### config.mk
export PLATFORM = sky130hd
export DESIGN_NAME = box_mean_filter_3x3
export DESIGN_NICKNAME = d
export VERILOG_FILES = /design/src/rtl/bmf_pkg.sv /design/src/rtl/bmf_ram.sv /design/src/rtl/bmf_raster.sv /design/src/rtl/bmf_scale.sv /design/src/rtl/box_mean_filter_3x3.sv
export SDC_FILE = /design/constraint.sdc
export NUM_CORES = 2
export LEC_CHECK = 0
export ABC_CLOCK_PERIOD_IN_PS = 9200
export BUFFER_PORTS_ARGS = -buffer_cell sky130_fd_sc_hd__buf_4
export CORE_MARGIN = 5
export CORE_UTILIZATION = 30
export CTS_CLUSTER_DIAMETER = 80
export DETAILED_ROUTE_END_ITERATION = 10
export GPL_TIMING_DRIVEN = 0
export PLACE_DENSITY_LB_ADDON = 0.1
export SYNTH_ARGS = -nofsm -noshare
export SYNTH_HDL_FRONTEND = slang
export SYNTH_SLANG_ARGS = --single-unit
### constraint.sdc
create_clock -name i_clk -period 9.2 [get_ports i_clk]
set_input_delay 0.46 -clock i_clk [delete_from_list [all_inputs] [get_ports i_clk]]
set_output_delay 0.46 -clock i_clk [all_outputs]
set_load 0.005 [all_outputs]
### src/rtl/bmf_pkg.sv
// Shared types and constants for the 3x3 box mean filter.
`default_nettype none
package bmf_pkg;

    localparam int PIX_W   = 8;
    localparam int CFG_W   = 9;
    localparam int MEAN_W  = 12;
    localparam int COORD_W = 8;
    localparam int SUM_W   = 12;
    localparam int COL_W   = 10;

    localparam logic [CFG_W-1:0] CFG_SIZE_RESET = 9'd256;

    // Register indexes of the configuration port.
    localparam logic REG_FRAME_WIDTH  = 1'b0;
    localparam logic REG_FRAME_HEIGHT = 1'b1;

    // floor(x / 9) == (x * MEAN_RECIP) >> MEAN_SHIFT for every x below 74898.
    localparam logic [15:0] MEAN_RECIP = 16'd58255;
    localparam int          MEAN_SHIFT = 19;

    typedef struct packed {
        logic               win;
        logic               last;
        logic [COORD_W-1:0] row;
        logic [COORD_W-1:0] col;
    } t_meta;

endpackage
`default_nettype wire

### src/rtl/bmf_ram.sv
// Generic single-write, single-read synchronous RAM with registered read data.
`default_nettype none
module bmf_ram #(
    parameter int WIDTH = 16,
    parameter int DEPTH = 256
) (
    input  wire logic                     i_clk,
    input  wire logic                     i_we,
    input  wire logic [$clog2(DEPTH)-1:0] i_waddr,
    input  wire logic [WIDTH-1:0]         i_wdata,
    input  wire logic                     i_re,
    input  wire logic [$clog2(DEPTH)-1:0] i_raddr,
    output logic      [WIDTH-1:0]         o_rdata
);

    logic [WIDTH-1:0] r_mem [DEPTH];

    always_ff @(posedge i_clk) begin
        if (i_we) begin
            r_mem[i_waddr] <= i_wdata;
        end
        if (i_re) begin
            o_rdata <= r_mem[i_raddr];
        end
    end

endmodule
`default_nettype wire

### src/rtl/bmf_raster.sv
// Frame size registers and raster position counters.
`default_nettype none
module bmf_raster
    import bmf_pkg::*;
#(
    parameter int MAX_WIDTH  = 256,
    parameter int MAX_HEIGHT = 256
) (
    input  wire logic                         i_clk,
    input  wire logic                         i_rst_n,
    input  wire logic                         i_cfg_we,
    input  wire logic                         i_cfg_index,
    input  wire logic [CFG_W-1:0]             i_cfg_data,
    input  wire logic                         i_advance,
    output logic      [$clog2(MAX_WIDTH)-1:0] o_col,
    output t_meta                             o_meta
);

    localparam int CW  = $clog2(MAX_WIDTH);
    localparam int RW  = $clog2(MAX_HEIGHT);
    localparam int EW0 = (CW > RW) ? CW : RW;
    localparam int EW  = ((EW0 > CFG_W) ? EW0 : CFG_W) + 1;

    logic [CFG_W-1:0] r_frame_width;
    logic [CFG_W-1:0] r_frame_height;
    logic [CW-1:0]    r_col;
    logic [RW-1:0]    r_row;
    logic [CW-1:0]    n_col;
    logic [RW-1:0]    n_row;
    logic [EW-1:0]    col_ext;
    logic [EW-1:0]    row_ext;
    logic [EW-1:0]    fw_ext;
    logic [EW-1:0]    fh_ext;
    logic [EW-1:0]    w_last;
    logic [EW-1:0]    h_last;
    logic             col_end;
    logic             row_end;

    assign col_ext = EW'(r_col);
    assign row_ext = EW'(r_row);
    assign fw_ext  = EW'(r_frame_width);
    assign fh_ext  = EW'(r_frame_height);

    always_comb begin
        if (fw_ext < EW'(3)) begin
            w_last = EW'(2);
        end else if (fw_ext > EW'(MAX_WIDTH)) begin
            w_last = EW'(MAX_WIDTH - 1);
        end else begin
            w_last = fw_ext - EW'(1);
        end
        if (fh_ext < EW'(3)) begin
            h_last = EW'(2);
        end else if (fh_ext > EW'(MAX_HEIGHT)) begin
            h_last = EW'(MAX_HEIGHT - 1);
        end else begin
            h_last = fh_ext - EW'(1);
        end
    end

    assign col_end = (col_ext == w_last);
    assign row_end = (row_ext == h_last);

    always_comb begin
        n_col = r_col + CW'(1);
        n_row = r_row;
        if (col_end) begin
            n_col = '0;
            n_row = row_end ? '0 : r_row + RW'(1);
        end
    end

    always_ff @(posedge i_clk) begin
        if (!i_rst_n) begin
            r_frame_width  <= CFG_SIZE_RESET;
            r_frame_height <= CFG_SIZE_RESET;
            r_col          <= '0;
            r_row          <= '0;
        end else if (i_cfg_we) begin
            unique case (i_cfg_index)
                REG_FRAME_WIDTH: begin
                    r_frame_width <= i_cfg_data;
                end
                REG_FRAME_HEIGHT: begin
                    r_frame_height <= i_cfg_data;
                end
                default: begin
                end
            endcase
            r_col <= '0;
            r_row <= '0;
        end else if (i_advance) begin
            r_col <= n_col;
            r_row <= n_row;
        end
    end

    assign o_col       = r_col;
    assign o_meta.win  = (row_ext >= EW'(2)) && (col_ext >= EW'(2));
    assign o_meta.last = row_end && col_end;
    assign o_meta.row  = COORD_W'(row_ext - EW'(2));
    assign o_meta.col  = COORD_W'(col_ext - EW'(2));

    a_cfg_restarts: assert property (@(posedge i_clk) disable iff (!i_rst_n)
        i_cfg_we |=> (r_col == '0) && (r_row == '0))
        else $error("frame position not cleared by a configuration write");

    a_col_bound: assert property (@(posedge i_clk) disable iff (!i_rst_n)
        col_ext <= w_last)
        else $error("column counter beyond the row end");

    a_row_bound: assert property (@(posedge i_clk) disable iff (!i_rst_n)
        row_ext <= h_last)
        else $error("row counter beyond the frame end");

endmodule
`default_nettype wire

### src/rtl/bmf_scale.sv
// Window sum to 8.4 mean by reciprocal multiplication, one register stage.
`default_nettype none
module bmf_scale
    import bmf_pkg::*;
(
    input  wire logic              i_clk,
    input  wire logic              i_rst_n,
    input  wire logic              i_en,
    input  wire logic              i_valid,
    input  wire logic [SUM_W-1:0]  i_sum,
    input  wire t_meta             i_meta,
    output logic                   o_valid,
    output logic      [MEAN_W-1:0] o_mean,
    output t_meta                  o_meta
);

    logic [15:0] sum_x16;
    logic [31:0] product;
    logic        r_valid;
    logic [31:0] r_product;
    t_meta       r_meta;

    assign sum_x16 = {i_sum, 4'b0000};
    assign product = 32'(sum_x16) * 32'(MEAN_RECIP);

    always_ff @(posedge i_clk) begin
        if (!i_rst_n) begin
            r_valid <= 1'b0;
        end else if (i_en) begin
            r_valid <= i_valid;
        end
    end

    always_ff @(posedge i_clk) begin
        if (i_en) begin
            r_product <= product;
            r_meta    <= i_meta;
        end
    end

    assign o_valid = r_valid;
    assign o_mean  = r_product[MEAN_SHIFT +: MEAN_W];
    assign o_meta  = r_meta;

endmodule
`default_nettype wire

### src/rtl/box_mean_filter_3x3.sv
// Top level of the streaming 3x3 box mean filter with line-store RAM.
// An accepted word passes the input stage, the window sum register, the scale register and the output register.
// Throughput: one pixel per cycle; the pipeline moves when the output register is empty or read.
// Windows need no RAM forwarding: the line-store address repeats only every row width.
// Reset clears the counters, window columns and valid flags; sizes return to 256 by 256.
// Line-store RAM has no reset and no clearing pass; every entry is written before use.
`default_nettype none
module box_mean_filter_3x3
    import bmf_pkg::*;
#(
    parameter int MAX_WIDTH  = 256,
    parameter int MAX_HEIGHT = 256
) (
    input  wire logic             i_clk,
    input  wire logic             i_rst_n,
    input  wire logic             i_cfg_we,
    input  wire logic             i_cfg_index,
    input  wire logic [CFG_W-1:0] i_cfg_data,
    input  wire logic             s_axis_tvalid,
    output logic                  s_axis_tready,
    input  wire logic [7:0]       s_axis_tdata,   // pixel
    output logic                  m_axis_tvalid,
    input  wire logic             m_axis_tready,
    output logic      [31:0]      m_axis_tdata,   // mean_value, window_row, window_col, zero fill
    output logic                  m_axis_tlast
);

    localparam int CW = $clog2(MAX_WIDTH);

    logic               en;
    logic               accept;
    logic [CW-1:0]      scan_col;
    t_meta              scan_meta;
    logic [2*PIX_W-1:0] ram_rdata;
    logic [PIX_W-1:0]   top_px;
    logic [PIX_W-1:0]   mid_px;
    logic [COL_W-1:0]   col_sum;
    logic [SUM_W-1:0]   win_sum;

    logic               r_s1_valid;
    logic [PIX_W-1:0]   r_s1_px;
    logic [CW-1:0]      r_s1_addr;
    t_meta              r_s1_meta;
    logic [COL_W-1:0]   r_col1;
    logic [COL_W-1:0]   r_col2;
    logic               r_s2_valid;
    logic [SUM_W-1:0]   r_s2_sum;
    t_meta              r_s2_meta;
    logic               s3_valid;
    logic [MEAN_W-1:0]  s3_mean;
    t_meta              s3_meta;
    logic               r_out_valid;
    logic [MEAN_W-1:0]  r_out_mean;
    t_meta              r_out_meta;

    assign en     = !r_out_valid || m_axis_tready;
    assign accept = s_axis_tvalid && en;

    bmf_raster #(
        .MAX_WIDTH (MAX_WIDTH),
        .MAX_HEIGHT(MAX_HEIGHT)
    ) u_raster (
        .i_clk      (i_clk),
        .i_rst_n    (i_rst_n),
        .i_cfg_we   (i_cfg_we),
        .i_cfg_index(i_cfg_index),
        .i_cfg_data (i_cfg_data),
        .i_advance  (accept),
        .o_col      (scan_col),
        .o_meta     (scan_meta)
    );

    // Each entry holds the upper line in the high byte and the middle line in the low byte.
    bmf_ram #(
        .WIDTH(2 * PIX_W),
        .DEPTH(MAX_WIDTH)
    ) u_line_ram (
        .i_clk  (i_clk),
        .i_we   (r_s1_valid),
        .i_waddr(r_s1_addr),
        .i_wdata({mid_px, r_s1_px}),
        .i_re   (accept),
        .i_raddr(scan_col),
        .o_rdata(ram_rdata)
    );

    assign top_px  = ram_rdata[2*PIX_W-1:PIX_W];
    assign mid_px  = ram_rdata[PIX_W-1:0];
    assign col_sum = COL_W'(top_px) + COL_W'(mid_px) + COL_W'(r_s1_px);
    assign win_sum = SUM_W'(col_sum) + SUM_W'(r_col1) + SUM_W'(r_col2);

    always_ff @(posedge i_clk) begin
        if (!i_rst_n) begin
            r_s1_valid  <= 1'b0;
            r_s2_valid  <= 1'b0;
            r_out_valid <= 1'b0;
            r_col1      <= '0;
            r_col2      <= '0;
        end else begin
            if (en) begin
                r_s1_valid  <= accept;
                r_s2_valid  <= r_s1_valid;
                r_out_valid <= s3_valid && s3_meta.win;
            end
            if (i_cfg_we) begin
                r_col1 <= '0;
                r_col2 <= '0;
            end else if (en && r_s1_valid) begin
                r_col1 <= col_sum;
                r_col2 <= r_col1;
            end
        end
    end

    always_ff @(posedge i_clk) begin
        if (accept) begin
            r_s1_px   <= s_axis_tdata;
            r_s1_addr <= scan_col;
            r_s1_meta <= scan_meta;
        end
        if (en) begin
            r_s2_sum   <= win_sum;
            r_s2_meta  <= r_s1_meta;
            r_out_mean <= s3_mean;
            r_out_meta <= s3_meta;
        end
    end

    bmf_scale u_scale (
        .i_clk  (i_clk),
        .i_rst_n(i_rst_n),
        .i_en   (en),
        .i_valid(r_s2_valid),
        .i_sum  (r_s2_sum),
        .i_meta (r_s2_meta),
        .o_valid(s3_valid),
        .o_mean (s3_mean),
        .o_meta (s3_meta)
    );

    assign s_axis_tready = en;
    assign m_axis_tvalid = r_out_valid;
    assign m_axis_tdata  = {4'b0000, r_out_meta.col, r_out_meta.row, r_out_mean};
    assign m_axis_tlast  = r_out_meta.last;

    a_no_ram_collision: assert property (@(posedge i_clk) disable iff (!i_rst_n)
        (accept && r_s1_valid) |-> (scan_col != r_s1_addr))
        else $error("line-store read collides with the pending write");

    a_window_gives_result: assert property (@(posedge i_clk) disable iff (!i_rst_n)
        (en && s3_valid && s3_meta.win) |=> r_out_valid)
        else $error("full window lost before the output register");

    a_edge_gives_none: assert property (@(posedge i_clk) disable iff (!i_rst_n)
        (en && !(s3_valid && s3_meta.win)) |=> !r_out_valid)
        else $error("result word invented without a full window");

endmodule
`default_nettype wire
; Word level (Yosys, flattened, before mapping)
; Memory sizes are Yosys's and may differ from the RTL's. A register that Yosys moved wholly into a read port is not among the register bits.
; Index checks and enable logic that the tools add are counted.
[word_totals]
regBits = 196
output_inout_bits = 35
mem_count = 1
mem_bits_rw = 4096
[op_classes]
bitwise_logic = 2
mux = 8
magnitude_cmp = 6
n_mul = 1
reduce_logical = 11
eq_ne = 2
addsub = 10
[mem_list]
columns = name, words, word_bits, read_ports, rd_clocked_by_memory_dff, wr, line_no
row1 = u_line_ram.r_mem, 256, 16, 1, 1, 1, bmf_ram.sv:16  ; logic [WIDTH-1:0] r_mem [DEPTH];
[op_table]
columns = cell, count
row1 = 2-to-1 mux 10 bit, 4
row2 = multiplier 12 x 16 -> 27 bit (second input constant), 1
row3 = equality test 8 x 10 -> 1 bit, 2
row4 = subtractor 9 x 1 -> 10 bit (second input constant), 2
row5 = > comparator 9 bit (second input constant), 2
row6 = less-than comparator 9 x 2 -> 1 bit (second input constant), 2
row7 = adder 8 x 1 -> 8 bit (second input constant), 2
row8 = greater-or-equal comparator 8 x 2 -> 1 bit (second input constant), 2
row9 = 2-to-1 mux 8 bit, 2
row10 = subtractor 8 x 2 -> 8 bit (second input constant), 2
row11 = adder 11 x 10 -> 12 bit, 1
row12 = adder 10 x 10 -> 11 bit, 1
row13 = adder 9 x 8 -> 10 bit, 1
row14 = adder 8 x 8 -> 9 bit, 1
row15 = AND reduction 2 bit, 3
row16 = logical AND 1 bit, 5
row17 = 2-to-1 mux 1 bit, 2
row18 = inverter 1 bit, 2
row19 = OR reduction 2 bit, 1
row20 = zero test 1 bit, 1
row21 = logical OR 1 bit, 1

; Longest topological paths before layout
[logic_depth]
word_depth = 5
ltp_mapped = 18
mapped_depth_nobuf = 18

; By module
; From an unflattened synthesis, not the netlist that was laid out.
[unflattened]
hier_cells = 8431
area_unflattened_um2 = 170601.1
[by_module_without_submodules]
columns = mod, seq_area_each_um2, area_per_inst_um2, cells_each, instances
row1 = bmf_ram, 123478.4, 158874.9, 7360, 1
row2 = box_mean_filter_3x3, 3253.1, 4919.7, 348, 1
row3 = bmf_scale, 920.9, 4092.7, 379, 1
row4 = bmf_raster, 680.7, 2713.9, 344, 1

; Worst setup path before layout
; OpenSTA, ideal clock, no wires.
[synth_timing]
path_kind = flip-flop to flip-flop
startpoint = register u_line_ram.o_rdata[1], read port of u_line_ram.r_mem
endpoint = register r_s2_sum[10], data pin
synth_period_minus_slack_ns = 7.233
t_arrival_ns = 6.971
path_stages_with_launch = 18
setup_slack_ns = 1.967
n_path_buf = 0
path_cell_list = edfxtp_1 -> fa_1 -> ha_1 -> fa_1 -> a21oi_1 -> nor2_1 -> nor2_1 -> o21bai_1 -> a21oi_1 -> xor2_1 -> fa_1 -> inv_1 -> ha_1 -> a21oi_1 -> o21ai_0 -> a21o_1 -> a21oi_1 -> xor2_1
[synth_between]
elab_chain_len = 4
[synth_lines]
columns = item, line_no
row1 = from (decl), bmf_ram.sv:13  ; output logic [WIDTH-1:0] o_rdata
row2 = adder 8 x 8 -> 9 bit, box_mean_filter_3x3.sv:89  ; assign col_sum = COL_W'(top_px) + COL_W'(mid_px) + COL_W'(r_s1_px);
row3 = adder 9 x 8 -> 10 bit, box_mean_filter_3x3.sv:89
row4 = adder 10 x 10 -> 11 bit, box_mean_filter_3x3.sv:90  ; assign win_sum = SUM_W'(col_sum) + SUM_W'(r_col1) + SUM_W'(r_col2);
row5 = adder 11 x 10 -> 12 bit, box_mean_filter_3x3.sv:90
row6 = net win_sum[10], box_mean_filter_3x3.sv:38  ; logic [SUM_W-1:0] win_sum;
row7 = to (signal assigned), box_mean_filter_3x3.sv:122  ; r_s2_sum <= win_sum;
row8 = to (decl), box_mean_filter_3x3.sv:47  ; logic [SUM_W-1:0] r_s2_sum;
; The timed path passes the listed nets, and every way through them passes these cells.
; A chain may end at the register's enable or synchronous reset.

==> impl_metrics.ini <==
[status]
status = complete, but fails checks
violations = capacitance limit, slew limit, setup timing

[synth]
netlist_top_cells_area = sky130_fd_sc_hd__edfxtp_1, sky130_fd_sc_hd__mux4_2, sky130_fd_sc_hd__mux2i_1
synth_top_flop_cell = sky130_fd_sc_hd__edfxtp_1
synth-warning-count = 0
postSynth.asyncResetShare_pct = 0
synth.cell_area_sq_mm = 0.168
synthesis.instances = 7980
synth_xor_xnor_area_share_pct = 0.302
synth-adder-area-share_pct = 1.60
number_of_enable_flip_flop_cells_after_synthesis = 4234
synth_cell_type_count = 80
synth_area_in_compound_gates_pct = 2.67
main_combinational_cell_family_by_area_after_synthesis = multiplexers
postSynthAreaPerCell_sq_um = 21.1
postSynthRegisterBits = 4292
synth_largest_area_cell = sky130_fd_sc_hd__edfxtp_1
yosys.area_share.simple_pct = 1.96
post_synth_mux_area_share_pct = 15.7
share_of_yosys_cell_area_claimed_by_the_top_area_cell_type_pct = 75.5
sequential_element_share_of_the_synthesized_area_pct = 76.2

[critical_path]
regToRegStartpoint = u_raster.o_col[2]
startpoint = u_raster.o_col[2]
max_stage_delay_ns = 1.16
cp_data_arrival_time_ns = 10.12
cp_data_required_time_ns = 9.86
cpMostUsedCell = sky130_fd_sc_hd__buf_2
critPathMaxFanout = 11
cp_cell_sequence = buf_2, buf_4, buf_2, buf_2, buf_16, clkbuf_1, clkbuf_1, a221oi_1, o21ai_0, o21ai_0, a211oi_1
critPathKind = reg2reg
cp_endpoint_kind = flip-flop
critical_path.startpoint_type = flip-flop
crit_path_top_delay_cell = sky130_fd_sc_hd__clkbuf_1

[cts]
cts_buffer_depth = 4
worstSkewPairLatency_ns = 1.09
tritoncts.num_buffers = 477
cts_tree = done
ctsRootBufferMaster = sky130_fd_sc_hd__clkbuf_16
cts.sinks = 4292
cts-htree-levels = 5
clk_pin_slew_worst_paths_ns = 0.06
postCtsSetupRepairBufs = 0

[sta]
slew_viol_final = 143
timing.clock.skew_ns = 0.0977
final-hold-violation-count = 0
min_period_ns = 9.46
max-slew-margin-rel_pct = -17.9
rsz0062_at_grt = false
holdWs_ns = 0.104
worst_slack_ns = -0.261
max_clock_freq_mhz = 106
period_utilization_pct = 103
setup_viol_count_final = 3
timing_worst_slew_pin_value_ns = 1.77

[floorplan]
initial_core_util_pct = 30.0
core-area_sq_mm = 0.560
ios = 58
die_y_um = 759
floorplan.die_area_sq_mm = 0.576
floorplan.die.width_um = 759
count_of_standard_cell_rows = 275

[finish]
nFillCells = 51196
fin_nets = 9305
proportion_of_layout_cells_with_a_drive_suffix_above_1_pct = 30.7
layout_commonest_cell = sky130_fd_sc_hd__edfxtp_1
growth_of_design_area_from_synthesis_to_finish_pct = 23.4
most-common-layout-cells = sky130_fd_sc_hd__edfxtp_1, sky130_fd_sc_hd__mux4_2, sky130_fd_sc_hd__clkbuf_16, sky130_fd_sc_hd__mux2i_1, sky130_fd_sc_hd__buf_16

[worst_hold_path]
holdCritStartpoint = s_axis_tdata[2]
worst_hold_path_type = in2reg

[drt]
vias_per_cell = 5.92
routed_wire_length_um = 916000
drtIter0Drc = 18188
detail_route.wl_per_cell_um = 53.7
detail_route.drc_violations = 0
drt.antenna.violating_nets = 0
num_vias = 100979
drt_pass1_iterations = 8

[global_routing]
grt_start_max_net_pins = 75
grt_first_pass_wirelength_um = 1120000
grt_antenna_before_repair = 170
grtUsageTotal_pct = 31.2
first_global_vias = 92752
grt-ovfl-total = 0

[pwr]
switching_share_pct = 26.7
clock_power_share_pct = 38.9
power_density_of_the_placed_cells_mw_per_mm2 = 230
vdd_ir_drop_max_mv = 0.565
sequential_share_of_power_pct = 45.8
power.total_mw = 47.8
p_switching_mw = 12.8
power.leakage_nw = 64.1
internal_power_mw = 35.0
combPwrFrac_pct = 15.3

[placed_design]
hpwl_after_detailed_placement_um = 670000
gp_congestion = 1.03
portBuffers = 53

[job]
maxCapViolCount = 17
cells in the mapped netlist (10+ instances only):
cell type	count
sky130_fd_sc_hd__a2111oi_0	10
sky130_fd_sc_hd__a211oi_1	19
sky130_fd_sc_hd__a21boi_0	24
sky130_fd_sc_hd__a21oi_1	138
sky130_fd_sc_hd__a221oi_1	68
sky130_fd_sc_hd__a22oi_1	33
sky130_fd_sc_hd__a31oi_1	17
sky130_fd_sc_hd__and3_1	10
sky130_fd_sc_hd__buf_1	82
sky130_fd_sc_hd__buf_2	108
sky130_fd_sc_hd__buf_4	24
sky130_fd_sc_hd__clkbuf_1	234
sky130_fd_sc_hd__dfxtp_1	58
sky130_fd_sc_hd__edfxtp_1	4234
sky130_fd_sc_hd__fa_1	71
sky130_fd_sc_hd__ha_1	101
sky130_fd_sc_hd__inv_1	173
sky130_fd_sc_hd__mux2_2	63
sky130_fd_sc_hd__mux2i_1	380
sky130_fd_sc_hd__mux4_2	973
sky130_fd_sc_hd__nand2_1	184
sky130_fd_sc_hd__nand2b_1	17
sky130_fd_sc_hd__nand3_1	42
sky130_fd_sc_hd__nand4_1	19
sky130_fd_sc_hd__nor2_1	356
sky130_fd_sc_hd__nor2b_1	20
sky130_fd_sc_hd__nor3_1	42
sky130_fd_sc_hd__nor4_1	19
sky130_fd_sc_hd__o211ai_1	15
sky130_fd_sc_hd__o21ai_0	95
sky130_fd_sc_hd__o221ai_1	51
sky130_fd_sc_hd__o22ai_1	124
sky130_fd_sc_hd__xnor2_1	40
sky130_fd_sc_hd__xor2_1	18
critical path, delay by kind of cell (launching register included):
kind	cells	cell delay [ns]
AOI/OAI and AO/OA	4	2.71
buffers and inverters	7	5.63
DFF	1	0.42
path summary, 6_finish.rpt:
| path | end | slack (ns) | depth (start not counted) |
|---|---|---|---|
| worst max-delay path | u_line_ram.o_rdata[12] | -0.26 | 11 |
| worst min-delay path | r_s1_px[2] | 0.10 | 2 |
| worst max register to register | u_line_ram.o_rdata[12] | -0.26 | 11 |
| worst min register to register | u_scale.o_meta[2] | 0.37 | 0 |
power groups by stage:
stage	registers, mW	clock network, mW	logic [mW]
after global routing	21.9	19.5	8.11
final	21.9	18.6	7.31
after CTS	21.9	18.7	7.50
after floorplan	22.4	0	4.37
after global placement	22.8	0	6.83
after detailed placement	22.3	0	7.43
flip-flops by register name, summed over array words and instances (netlist names), 10 cells and up:
signal,cells
u_line_ram.o_rdata,16
r_col2,10
u_scale.o_meta,18
u_scale.r_product,12
r_s1_meta,17
u_line_ram.r_mem,4096
r_s2_sum,12
r_col1,10
m_axis_tdata,16
r_out_mean,12
r_s2_meta,18
per-layer routing:
metal	share of wire [%]	wire (um)	track usage, %	vias up
met4	6.9	63600	18.3	48
met2	43	396000	45.8	7652
met1	38	351000	40.5	56103
met5	0.037	338	0	-
li1	-	-	-	35578
met3	12	106000	10.1	1598
timing repair:
item                                    in CTS  in global routing
resized for setup                            1                  0
hold buffers                                44                  0
endpoints found under the setup margin       1                  0
endpoints found under the hold margin       56                  0
final cells by class:
class | instances | area (sq um) | area share [%]
plain buffers | 448 | 2290 | 1.10
well taps | 7479 | 9360 | 4.51
inverters | 174 | 658 | 0.317
flip-flops and latches | 4292 | 128000 | 61.8
repair buffers | 648 | 13200 | 6.35
multi-input cells | 3069 | 38900 | 18.7
diodes | 63 | 158 | 0.0759
clock buffers | 623 | 12600 | 6.08
clock inverters | 254 | 2190 | 1.06
cell families (layout without fill, tap and decap cells):
kind of cell    count (synthesis)  after routing
other cells                     1             67
buf+inv                       622           2147
mux                          1416           1416
flops                        4292           4292
fa+ha+maj                     172            172
simple gates                  750            750
xor+xnor                       58             58
compound gates                669            669
per-stage QoR:
| stage | util [%] | TNS (ns) | setup slack, ns | std cells | cell area, sq um |
|---|---|---|---|---|---|
| after floorplan | - | 0 | 1.97 | 7983 | 168000 |
| after global placement | 31.8 | -680.71 | -5.38 | 15515 | 178000 |
| after detailed placement | 34.3 | -0.0869 | -0.0869 | 16063 | 192000 |
| after CTS | 37.0 | 0 | 0.156 | 16984 | 207000 |
| after global routing | 37.1 | 0 | 0.113 | 16997 | 208000 |
| final | 37.1 | -0.636 | -0.261 | 17050 | 208000 |
No activity file was read; power rests on OpenSTA's default activity.
